[src/hw/rtl/ipsd_pkg.sv]
// ----------------------------------------------------------------------------
// ipsd_pkg
// Shared types and constants of the IR pulse/space decoder.
// ----------------------------------------------------------------------------
package ipsd_pkg;

  // configuration register indexes
  localparam int unsigned CFG_IDX_W        = 1;
  localparam logic [CFG_IDX_W-1:0] CFG_TIME_UNIT   = 1'b0;
  localparam logic [CFG_IDX_W-1:0] CFG_MAX_PKT_LEN = 1'b1;
  localparam int unsigned CFG_DATA_W       = 8;

  localparam logic [7:0] TIME_UNIT_RST   = 8'd50;
  localparam logic [6:0] MAX_PKT_LEN_RST = 7'd4;

  localparam int unsigned DURATION_BITS_DEF = 24;
  localparam int unsigned HEADER_BYTES_DEF  = 2;
  localparam int unsigned HDR_CNT_W         = 2;

  localparam int unsigned OUT_DUR_W = 24;
  localparam int unsigned SMP_DUR_W = 15;   // 7-bit count times 8-bit unit

  // length byte carries the packet length offset by this value
  localparam logic [7:0] LEN_OFFSET = 8'h80;

  typedef struct packed {
    logic [7:0] data_byte;
    logic       transfer_start;
  } in_t;

  typedef struct packed {
    logic [OUT_DUR_W-1:0] duration;
    logic                 is_pulse;
  } out_t;

  // decoded sample from the framer
  typedef struct packed {
    logic                 valid;
    logic                 pulse;
    logic [SMP_DUR_W-1:0] dur;
  } sample_t;

endpackage

[src/hw/rtl/ir_pulse_space_decoder_top.sv]
// ----------------------------------------------------------------------------
// ir_pulse_space_decoder_top
// IR receiver byte stream to pulse/space run decoder.
// ----------------------------------------------------------------------------
// Takes one receiver byte per cycle; the byte is registered, then framed,
// scaled by the time unit, merged into the open run and, on a level change,
// written to the output register. Input stalls only when the registered
// byte closes a run while the output register is full and stalled; bytes
// that finish no run keep flowing. Configuration writes are taken any time
// but are meant for idle periods.
module ir_pulse_space_decoder_top #(
  parameter int unsigned DURATION_BITS = ipsd_pkg::DURATION_BITS_DEF,
  parameter int unsigned HEADER_BYTES  = ipsd_pkg::HEADER_BYTES_DEF
) (
  input  logic                              clk_i,
  input  logic                              rst_ni,
  input  logic                              cfg_we_i,
  input  logic [ipsd_pkg::CFG_IDX_W-1:0]    cfg_idx_i,
  input  logic [ipsd_pkg::CFG_DATA_W-1:0]   cfg_wdata_i,
  input  logic                              in_valid_i,
  output logic                              in_stall_o,
  input  ipsd_pkg::in_t                     in_data_i,
  output logic                              out_valid_o,
  input  logic                              out_stall_i,
  output ipsd_pkg::out_t                    out_data_o
);

  logic [7:0]        time_unit_q;
  logic [6:0]        max_pkt_len_q;
  logic              s1_valid, s1_take, acc_ready;
  ipsd_pkg::in_t     s1_data;
  ipsd_pkg::sample_t sample;

  always_ff @(posedge clk_i or negedge rst_ni) begin
    if (!rst_ni) begin
      time_unit_q   <= ipsd_pkg::TIME_UNIT_RST;
      max_pkt_len_q <= ipsd_pkg::MAX_PKT_LEN_RST;
    end else if (cfg_we_i) begin
      case (cfg_idx_i)
        ipsd_pkg::CFG_TIME_UNIT:   time_unit_q   <= cfg_wdata_i[7:0];
        ipsd_pkg::CFG_MAX_PKT_LEN: max_pkt_len_q <= cfg_wdata_i[6:0];
        default: ;
      endcase
    end
  end

  assign s1_take = s1_valid && (!sample.valid || acc_ready);

  ipsd_in_reg u_in_reg (
    .clk_i     (clk_i),
    .rst_ni    (rst_ni),
    .in_valid_i(in_valid_i),
    .in_stall_o(in_stall_o),
    .in_data_i (in_data_i),
    .take_i    (s1_take),
    .valid_o   (s1_valid),
    .data_o    (s1_data)
  );

  ipsd_framer #(
    .HEADER_BYTES(HEADER_BYTES)
  ) u_framer (
    .clk_i        (clk_i),
    .rst_ni       (rst_ni),
    .valid_i      (s1_valid),
    .data_i       (s1_data),
    .take_i       (s1_take),
    .time_unit_i  (time_unit_q),
    .max_pkt_len_i(max_pkt_len_q),
    .sample_o     (sample)
  );

  ipsd_run_acc #(
    .DURATION_BITS(DURATION_BITS)
  ) u_run_acc (
    .clk_i      (clk_i),
    .rst_ni     (rst_ni),
    .sample_i   (sample),
    .ready_o    (acc_ready),
    .out_valid_o(out_valid_o),
    .out_stall_i(out_stall_i),
    .out_data_o (out_data_o)
  );

endmodule

[src/hw/rtl/ipsd_in_reg.sv]
// ----------------------------------------------------------------------------
// ipsd_in_reg
// Input register stage; holds one byte until the decoder consumes it.
// ----------------------------------------------------------------------------
module ipsd_in_reg (
  input  logic          clk_i,
  input  logic          rst_ni,
  input  logic          in_valid_i,
  output logic          in_stall_o,
  input  ipsd_pkg::in_t in_data_i,
  input  logic          take_i,
  output logic          valid_o,
  output ipsd_pkg::in_t data_o
);

  logic          valid_q, valid_d;
  ipsd_pkg::in_t data_q;
  logic          accept;

  assign in_stall_o = valid_q && !take_i;
  assign accept     = in_valid_i && !in_stall_o;

  always_comb begin
    valid_d = valid_q;
    if (accept) begin
      valid_d = 1'b1;
    end else if (take_i) begin
      valid_d = 1'b0;
    end
  end

  always_ff @(posedge clk_i or negedge rst_ni) begin
    if (!rst_ni) begin
      valid_q <= 1'b0;
    end else begin
      valid_q <= valid_d;
    end
  end

  always_ff @(posedge clk_i) begin
    if (accept) begin
      data_q <= in_data_i;
    end
  end

  assign valid_o = valid_q;
  assign data_o  = data_q;

endmodule

[src/hw/rtl/ipsd_framer.sv]
// ----------------------------------------------------------------------------
// ipsd_framer
// Transfer/packet framing: skips header bytes, tracks packet length and
// discard, and turns sample bytes into scaled samples.
// ----------------------------------------------------------------------------
module ipsd_framer #(
  parameter int unsigned HEADER_BYTES = ipsd_pkg::HEADER_BYTES_DEF
) (
  input  logic                clk_i,
  input  logic                rst_ni,
  input  logic                valid_i,
  input  ipsd_pkg::in_t       data_i,
  input  logic                take_i,
  input  logic [7:0]          time_unit_i,
  input  logic [6:0]          max_pkt_len_i,
  output ipsd_pkg::sample_t   sample_o
);

  localparam logic [ipsd_pkg::HDR_CNT_W-1:0] HdrInit =
    ipsd_pkg::HDR_CNT_W'(HEADER_BYTES);
  localparam logic [ipsd_pkg::HDR_CNT_W-1:0] HdrOne = ipsd_pkg::HDR_CNT_W'(1);

  logic [ipsd_pkg::HDR_CNT_W-1:0] hdr_left_q, hdr_left_d, hdr_cur;
  logic [6:0]                     pkt_left_q, pkt_left_d;
  logic                           discard_q, discard_d, discard_cur;
  logic [7:0]                     len;

  assign len = data_i.data_byte ^ ipsd_pkg::LEN_OFFSET;

  always_comb begin
    hdr_cur     = data_i.transfer_start ? HdrInit : hdr_left_q;
    discard_cur = data_i.transfer_start ? 1'b0 : discard_q;
    hdr_left_d  = hdr_cur;
    discard_d   = discard_cur;
    pkt_left_d  = pkt_left_q;
    sample_o.valid = 1'b0;
    sample_o.pulse = data_i.data_byte[7];
    sample_o.dur   = ipsd_pkg::SMP_DUR_W'(data_i.data_byte[6:0] * time_unit_i);
    if (hdr_cur != '0) begin
      hdr_left_d = hdr_cur - HdrOne;
    end else if (discard_cur) begin
      // rest of the transfer dropped
    end else if (pkt_left_q == '0) begin
      if (len > {1'b0, max_pkt_len_i}) begin
        discard_d = 1'b1;
      end else begin
        pkt_left_d = len[6:0];
      end
    end else begin
      pkt_left_d     = pkt_left_q - 7'd1;
      sample_o.valid = valid_i;
    end
  end

  always_ff @(posedge clk_i or negedge rst_ni) begin
    if (!rst_ni) begin
      hdr_left_q <= '0;
      pkt_left_q <= '0;
      discard_q  <= 1'b0;
    end else if (take_i) begin
      hdr_left_q <= hdr_left_d;
      pkt_left_q <= pkt_left_d;
      discard_q  <= discard_d;
    end
  end

endmodule

[src/hw/rtl/ipsd_run_acc.sv]
// ----------------------------------------------------------------------------
// ipsd_run_acc
// Pulse/space run accumulator with saturating totals and the result register.
// ----------------------------------------------------------------------------
module ipsd_run_acc #(
  parameter int unsigned DURATION_BITS = ipsd_pkg::DURATION_BITS_DEF
) (
  input  logic              clk_i,
  input  logic              rst_ni,
  input  ipsd_pkg::sample_t sample_i,
  output logic              ready_o,
  output logic              out_valid_o,
  input  logic              out_stall_i,
  output ipsd_pkg::out_t    out_data_o
);

  localparam int unsigned DW = DURATION_BITS;

  logic [DW-1:0]  pulse_total_q, pulse_total_d;
  logic [DW-1:0]  space_total_q, space_total_d;
  logic           pulse_open_q, pulse_open_d;
  logic           out_valid_q, out_valid_d;
  ipsd_pkg::out_t out_data_q, out_data_d;

  logic          emit, out_free, fire;
  logic [DW-1:0] acc_base, acc_sat;
  logic [DW:0]   acc_sum;
  logic [DW+ipsd_pkg::OUT_DUR_W-1:0] emit_ext;
  logic [DW-1:0] emit_total;

  assign emit     = sample_i.pulse ? (space_total_q != '0) : pulse_open_q;
  assign out_free = !out_valid_q || !out_stall_i;
  assign ready_o  = !emit || out_free;
  assign fire     = sample_i.valid && ready_o;

  // one shared saturating adder for whichever level the sample carries
  always_comb begin
    if (sample_i.pulse) begin
      acc_base = (emit || !pulse_open_q) ? '0 : pulse_total_q;
    end else begin
      acc_base = space_total_q;
    end
    acc_sum = {1'b0, acc_base} + (DW+1)'(sample_i.dur);
    acc_sat = acc_sum[DW] ? '1 : acc_sum[DW-1:0];
  end

  assign emit_total = sample_i.pulse ? space_total_q : pulse_total_q;
  assign emit_ext   = {{ipsd_pkg::OUT_DUR_W{1'b0}}, emit_total};

  always_comb begin
    pulse_total_d = pulse_total_q;
    space_total_d = space_total_q;
    pulse_open_d  = pulse_open_q;
    out_valid_d   = out_valid_q && out_stall_i;
    out_data_d    = out_data_q;
    if (fire) begin
      if (sample_i.pulse) begin
        pulse_total_d = acc_sat;
        space_total_d = '0;
        pulse_open_d  = 1'b1;
      end else begin
        pulse_total_d = '0;
        pulse_open_d  = 1'b0;
        space_total_d = acc_sat;
      end
      if (emit) begin
        out_valid_d         = 1'b1;
        out_data_d.duration = emit_ext[ipsd_pkg::OUT_DUR_W-1:0];
        out_data_d.is_pulse = !sample_i.pulse;
      end
    end
  end

  always_ff @(posedge clk_i or negedge rst_ni) begin
    if (!rst_ni) begin
      pulse_total_q <= '0;
      space_total_q <= '1;
      pulse_open_q  <= 1'b0;
      out_valid_q   <= 1'b0;
    end else begin
      pulse_total_q <= pulse_total_d;
      space_total_q <= space_total_d;
      pulse_open_q  <= pulse_open_d;
      out_valid_q   <= out_valid_d;
    end
  end

  always_ff @(posedge clk_i) begin
    out_data_q <= out_data_d;
  end

  assign out_valid_o = out_valid_q;
  assign out_data_o  = out_data_q;

  // an open pulse means the pending space was already flushed
  a_open_no_space: assert property (@(posedge clk_i) disable iff (!rst_ni)
    pulse_open_q |-> (space_total_q == '0))
    else $error("space pending while pulse open");

  a_closed_zero: assert property (@(posedge clk_i) disable iff (!rst_ni)
    !pulse_open_q |-> (pulse_total_q == '0))
    else $error("pulse total left over after close");

  a_emit_lands: assert property (@(posedge clk_i) disable iff (!rst_ni)
    (fire && emit) |=> out_valid_q)
    else $error("emitted run not registered");

  a_no_overwrite: assert property (@(posedge clk_i) disable iff (!rst_ni)
    (out_valid_q && out_stall_i && fire) |-> !emit)
    else $error("run emitted into stalled output");

endmodule
[config.mk]
export PLATFORM = sky130hd
export DESIGN_NAME = ir_pulse_space_decoder_top
export DESIGN_NICKNAME = d
export VERILOG_FILES = /design/src/hw/rtl/ipsd_pkg.sv /design/src/hw/rtl/ir_pulse_space_decoder_top.sv /design/src/hw/rtl/ipsd_in_reg.sv /design/src/hw/rtl/ipsd_framer.sv /design/src/hw/rtl/ipsd_run_acc.sv
export SDC_FILE = /design/constraint.sdc
export NUM_CORES = 1
export LEC_CHECK = 0
export ABC_CLOCK_PERIOD_IN_PS = 7810
export BUFFER_PORTS_ARGS = -buffer_cell sky130_fd_sc_hd__buf_2
export CAP_MARGIN = 25
export CORE_MARGIN = 5
export CORE_UTILIZATION = 35
export CTS_CLUSTER_DIAMETER = 40
export DETAILED_ROUTE_END_ITERATION = 7
export GPL_TIMING_DRIVEN = 0
export PLACE_DENSITY = 0.48
export SYNTH_ARGS = -nofsm -noshare
export SYNTH_HDL_FRONTEND = slang
export SYNTH_SLANG_ARGS = --single-unit
export TNS_END_PERCENT = 50
[constraint.sdc]
create_clock -name clk_i -period 7.81 [get_ports clk_i]
set_input_delay 1.1715 -clock clk_i [delete_from_list [all_inputs] [get_ports clk_i]]
set_output_delay 1.1715 -clock clk_i [all_outputs]
set_load 0.02 [all_outputs]
## Yosys cells after proc, flatten, opt, wreduce, memory -nomap -nowiden

Index checks and enable logic that the tools add are counted.

- Equal/unequal tests: 1
- Reductions and logical operators: 25
- Magnitude comparators: 1
- Multiply operators: 1
- Bitwise operators: 4
- Add/subtract/negate cells: 3
- Muxes and demuxes: 24

Operators with widths:

| kind | number |
|---|---|
| $mux 24 | 6 |
| $add 24x15->25 | 1 |
| $reduce_bool 24->1 | 1 |
| $mul 7x8->15 | 1 |
| $mux 1 | 14 |
| $mux 7 | 2 |
| $gt 8x7->1 | 1 |
| $logic_not 1->1 | 8 |
| $logic_not 7->1 | 1 |
| $sub 7x1->7 const B | 1 |
| $reduce_and 2->1 | 3 |
| $logic_and 1x1->1 | 5 |
| $logic_or 1x1->1 | 4 |
| $mux 2 | 2 |
| $not 1->1 | 4 |
| $reduce_and 4->1 | 1 |
| $reduce_bool 2->1 | 2 |
| $ne 2x2->1 const B | 1 |
| $sub 2x1->2 const B | 1 |

- Word-level logic and storage cells: 73
- Register bits after elaboration: 110
- Input port bits: 23
- Output and inout port bits: 27

## Logic depth before layout (Yosys ltp)

- Word-level depth: 12
- Gate-level depth with buffers: 23
- Gate-level depth less buffers: 20

## Modules after synthesis

A second synthesis with hierarchy kept.

- Cells, all modules: 773
- Area, all modules: 7897.6 um^2

By module, submodules not included:

| module | seq. area each (um^2) | cells an instance | instances | area an instance (um^2) |
|---|---|---|---|---|
| ipsd_run_acc | 2031.9 | 432 | 1 | 4344.2 |
| ipsd_framer | 250.2 | 292 | 1 | 2603.7 |
| ir_pulse_space_decoder_top | 380.4 | 35 | 1 | 621.8 |
| ipsd_in_reg | 295.3 | 14 | 1 | 327.8 |

## Worst setup path after synthesis

No wires, ideal clock.

- Path kind: register -> register
- Start: register u_run_acc.space_total_q[13]
- End: register u_run_acc.pulse_total_q[10]
- Data required time: 7689 ps
- Setup slack: 2522 ps
- Stages on the path, launching flop included: 20
- Data arrival time: 5167 ps
- Setup time: 121 ps
- Path buffers: 3
- Period minus slack after synthesis: 5288 ps
- Cells stage by stage: dfstp_2 nor4_1 nand4_1 nor2_2 clkbuf_1 buf_2 a22oi_1 fa_1 inv_1 ha_1 fa_1 fa_1 a211oi_1 o21ai_1 o311ai_2 a211oi_2 o211ai_1 buf_2 nand2_1 a22o_1

- Word-level cells in the longest chain between the ends: 8
- Elaborated cells between the ends (all ways): 11
- Classes of those cells: add/sub (1); mux (5); reduce/logical (5)

RTL lines:

| what | RTL line | text |
|---|---|---|
| from (decl) | ipsd_run_acc.sv:20 | `logic [DW-1:0] space_total_q, space_total_d;` |
| from (signal assigned) | ipsd_run_acc.sv:82 | `space_total_q <= space_total_d;` |
| $reduce_bool 24->1 | ipsd_run_acc.sv:31 | `assign emit = sample_i.pulse ? (space_total_q != '0) : pulse_open_q;` |
| $mux 1 | ipsd_run_acc.sv:31 |  |
| $logic_or 1x1->1 | ipsd_run_acc.sv:39 | `acc_base = (emit \|\| !pulse_open_q) ? '0 : pulse_total_q;` |
| $mux 24 | ipsd_run_acc.sv:39 |  |
| $mux 24 | ipsd_run_acc.sv:38 | `if (sample_i.pulse) begin` |
| $add 24x15->25 | ipsd_run_acc.sv:43 | `acc_sum = {1'b0, acc_base} + (DW+1)'(sample_i.dur);` |
| $mux 24 | ipsd_run_acc.sv:44 | `acc_sat = acc_sum[DW] ? '1 : acc_sum[DW-1:0];` |
| $mux 24 | ipsd_run_acc.sv:57 | `if (sample_i.pulse) begin` |
| to (signal assigned) | ipsd_run_acc.sv:81 | `pulse_total_q <= pulse_total_d;` |
| to (decl) | ipsd_run_acc.sv:19 | `logic [DW-1:0] pulse_total_q, pulse_total_d;` |

Several ways; a longest one is shown, not always the timed one.
A chain may end at the register's enable or synchronous reset.

## Worst setup path after layout

- Start: register u_run_acc.space_total_q[3]
- End: register u_run_acc.pulse_total_q[11]

Same word-level chain as after synthesis.

==> qor.txt <==
async set-reset flop share out of synthesis: 69.1%
CP startpoint kind: flip-flop
fin crit period: 6.94 ns
root buf cell: clkbuf_16
crit-path cells: nor4_1 -> nand3_1 -> nor2_2 -> clkbuf_1 -> buf_2 -> a22oi_1 -> fa_1 -> inv_1 -> ha_1 -> fa_1 -> fa_1 -> a211oi_1 -> o21ai_1 -> o311ai_2 -> a211oi_2 -> o211ai_1 -> buf_2 -> nand2_1 -> a22o_1
number of flops mapped to enable cells by yosys: 34
Nets: 923
DRT Pass-1 Iters: 5
Netlist cell types: 63
final wirelength: 18800 um
Area Overhead vs Synth: 12.4%
RSZ-0062 raised after global routing: no
CTS buffer count: 9
Critical Path Max Stage Delay: 0.54 ns
Hold Slack: 0.488 ns
Clk pin slew, worst setup/hold paths: 0.08 ns
CP Capture Type: flip-flop
Via Count: 5615
largest net degree at the start of global routing: 47
max_slew headroom: 40.8%
first-pass GRT wire length: 31100 um
Hold Path Origin: u_in_reg.valid_o$_DFFE_PN0P_
Max Cap Viol: 0
FF-to-FF End: u_run_acc.pulse_total_q[11]$_DFFE_PN0P_
crit path DAT: 7.19 ns
Crit Path Class: reg -> reg
FMAX: 144 MHz
simple-gate area share of the yosys netlist: 13.9%
core area: 0.0217 mm^2
commonest non-fill, non-tap cells in the layout: inv_1 (97), nand2_1 (69), buf_2 (58)
CP top delay family: compound AO/OA/AOI/OAI gates
Pins Over Slew Limit: 0
number of global-route vias before repair: 5734
Min-Delay Endpoint: u_framer.discard_q$_DFFE_PN0P_
Post-Syn Instances: 747
share of cells above drive strength 1: 19.5%
GP Congestion: 0.861
Worst Path Max Fanout: 10
Clock Path Buffers: 2
Starting DRT DRC Count: 347
diode count: 0
leak pwr: 0.00393 uW
worst skew pair latency: 0.37 ns
Post-Syn Area per Cell: 10.3 um^2
CTS Sinks: 110
Worst EP required: 8.06 ns
die footprint: 0.0250 mm^2
hpwl dp: 14700 um
final hold vios: 0
post-synthesis mux area share: 5.99%
Reg2Reg Depth: 19
vias per std cell: 5.13
PD cells: 317 mW/mm^2
Hold-fix buffers, CTS: 0
R2R setup slack: 0.87 ns
Seq/Total Area, Yosys: 38.6%
most common cell after layout, fill and taps aside: inv_1
DIE WIDTH: 158 um
H-tree depth: 3
hold path depth: 1
Wirelength per Cell: 17.2 um
GRT overflow: 0
Synth Warn #: 0
Site Rows: 54
Starting Density: 35.3%
Setup Skew: 0.0165 ns
post-cts resize count: 0
initial antenna violation count: 0
adder-cell share of the synthesized area: 19.0%
FF-to-FF Start: u_run_acc.space_total_q[3]$_DFFE_PN1P_
Mapped Nets: 861
final setup vio count: 0
Setup TNS: 0 ns
post-CTS setup buffer count: 0
Total GRT Usage: 16.0%
Die Y: 158 um
largest family of logic cells by synthesized area: adder cells
most used cell, CP: fa_1
status: completed
final period utilization: 88.9%
Main synth FF type: dfrtp_1
crit path buf inv count: 4
fill count: 2128
path category of the worst min-delay check: reg -> reg
post-synthesis compound-gate area fraction: 14.6%
worst vdd ir: 181 uV
remaining antenna violation count after routing: 0
Synth Area in XOR/XNOR: 1.71%
Synth Cell Area: 0.00766 mm^2
I/O pins: 50
worst slew pin tran: 0.886 ns
CTS tree: built
Port Buf Inserts: 49
Slowest-stage cell, CP: fa_1
# DRC: 0
flops & latches, synth: 110
-- metrics by stage --
stage	power (uW)	cell area, um^2	std cells	setup WS (ns)	utilization, %
final	2730	8620	1094	0.869	39.7
after global placement	2230	8260	1076	0.897	38.1
after CTS	2760	8620	1094	0.762	39.7
after floorplan	1920	7660	747	2.52	-
after detailed placement	2250	8310	1078	0.760	38.3
after global routing	2990	8620	1094	0.451	39.7
-- worst max path at each step --
stage,depth (start not counted),start,to
after floorplan,19,u_run_acc.space_total_q[13]$_DFFE_PN1P_,u_run_acc.pulse_total_q[10]$_DFFE_PN0P_
final,19,u_run_acc.space_total_q[3]$_DFFE_PN1P_,u_run_acc.pulse_total_q[11]$_DFFE_PN0P_
after global placement,19,u_run_acc.space_total_q[3]$_DFFE_PN1P_,u_run_acc.pulse_total_q[12]$_DFFE_PN0P_
after CTS,19,u_run_acc.space_total_q[4]$_DFFE_PN1P_,u_run_acc.pulse_total_q[6]$_DFFE_PN0P_
after detailed placement,19,u_run_acc.space_total_q[3]$_DFFE_PN1P_,u_run_acc.pulse_total_q[14]$_DFFE_PN0P_
after global routing,22,u_run_acc.space_total_q[4]$_DFFE_PN1P_,u_run_acc.pulse_total_q[11]$_DFFE_PN0P_
-- synth_stat cells, types with 10 or more instances --
| cell | number | area, um^2 |
|---|---|---|
| nand2_1 | 69 | 259 |
| o21ai_0 | 29 | 145 |
| dfstp_2 | 28 | 736 |
| nor2_1 | 40 | 150 |
| buf_2 | 10 | 50.1 |
| a22oi_1 | 11 | 82.6 |
| a21oi_1 | 36 | 180 |
| edfxtp_1 | 34 | 1020 |
| ha_1 | 49 | 613 |
| mux2_2 | 39 | 439 |
| dfrtp_1 | 48 | 1200 |
| a22o_1 | 33 | 289 |
| and2_1 | 44 | 275 |
| inv_1 | 97 | 364 |
| fa_1 | 42 | 841 |
-- metal layers --
layer	global-route usage [%]	routed length (um)	vias to the layer above
met5	0	0	-
met4	6.05	519	0
met3	1.86	749	25
met2	24.9	8400	135
met1	22.8	9140	2759
li1	-	-	2696
-- cells by family (layout without fill, tap and decap cells) --
logic type | count (synthesis) | after routing
compound gates | 165 | 165
xor+xnor | 15 | 15
fa+ha+maj | 91 | 91
buf+inv | 119 | 186
flops | 110 | 110
mux | 41 | 41
simple gates | 206 | 206
-- cell type report --
class                           instances  area, um^2  area share, %
Multi-Input combinational cell        518        4230           49.1
Tap cell                              280         350           4.07
Clock buffer                           10         229           2.66
Clock inverter                          6        81.3          0.944
Sequential cell                       110        2960           34.3
Inverter                               97         364           4.23
Timing Repair Buffer                   51         290           3.37
Buffer                                 22         114           1.32
-- state kept, by name (all words and copies together), names as in the netlist --
register,count
u_run_acc.out_data_o,25
u_run_acc.pulse_total_q,24
u_run_acc.space_total_q,24
u_in_reg.data_o,9
time_unit_q,8
max_pkt_len_q,7
u_framer.pkt_left_q,7
u_framer.hdr_left_q,2
u_framer.discard_q,1
u_in_reg.valid_o,1
u_run_acc.out_valid_o,1
u_run_acc.pulse_open_q,1
-- where the power goes --
| group | internal [uW] | leakage [uW] | total (uW) | switching [uW] |
|---|---|---|---|---|
| sequential | 741 | 0.00121 | 853 | 112 |
| combinational | 582 | 0.00257 | 1390 | 808 |
| clock | 255 | 0.000150 | 490 | 235 |
(Power assumes the default switching activity.)
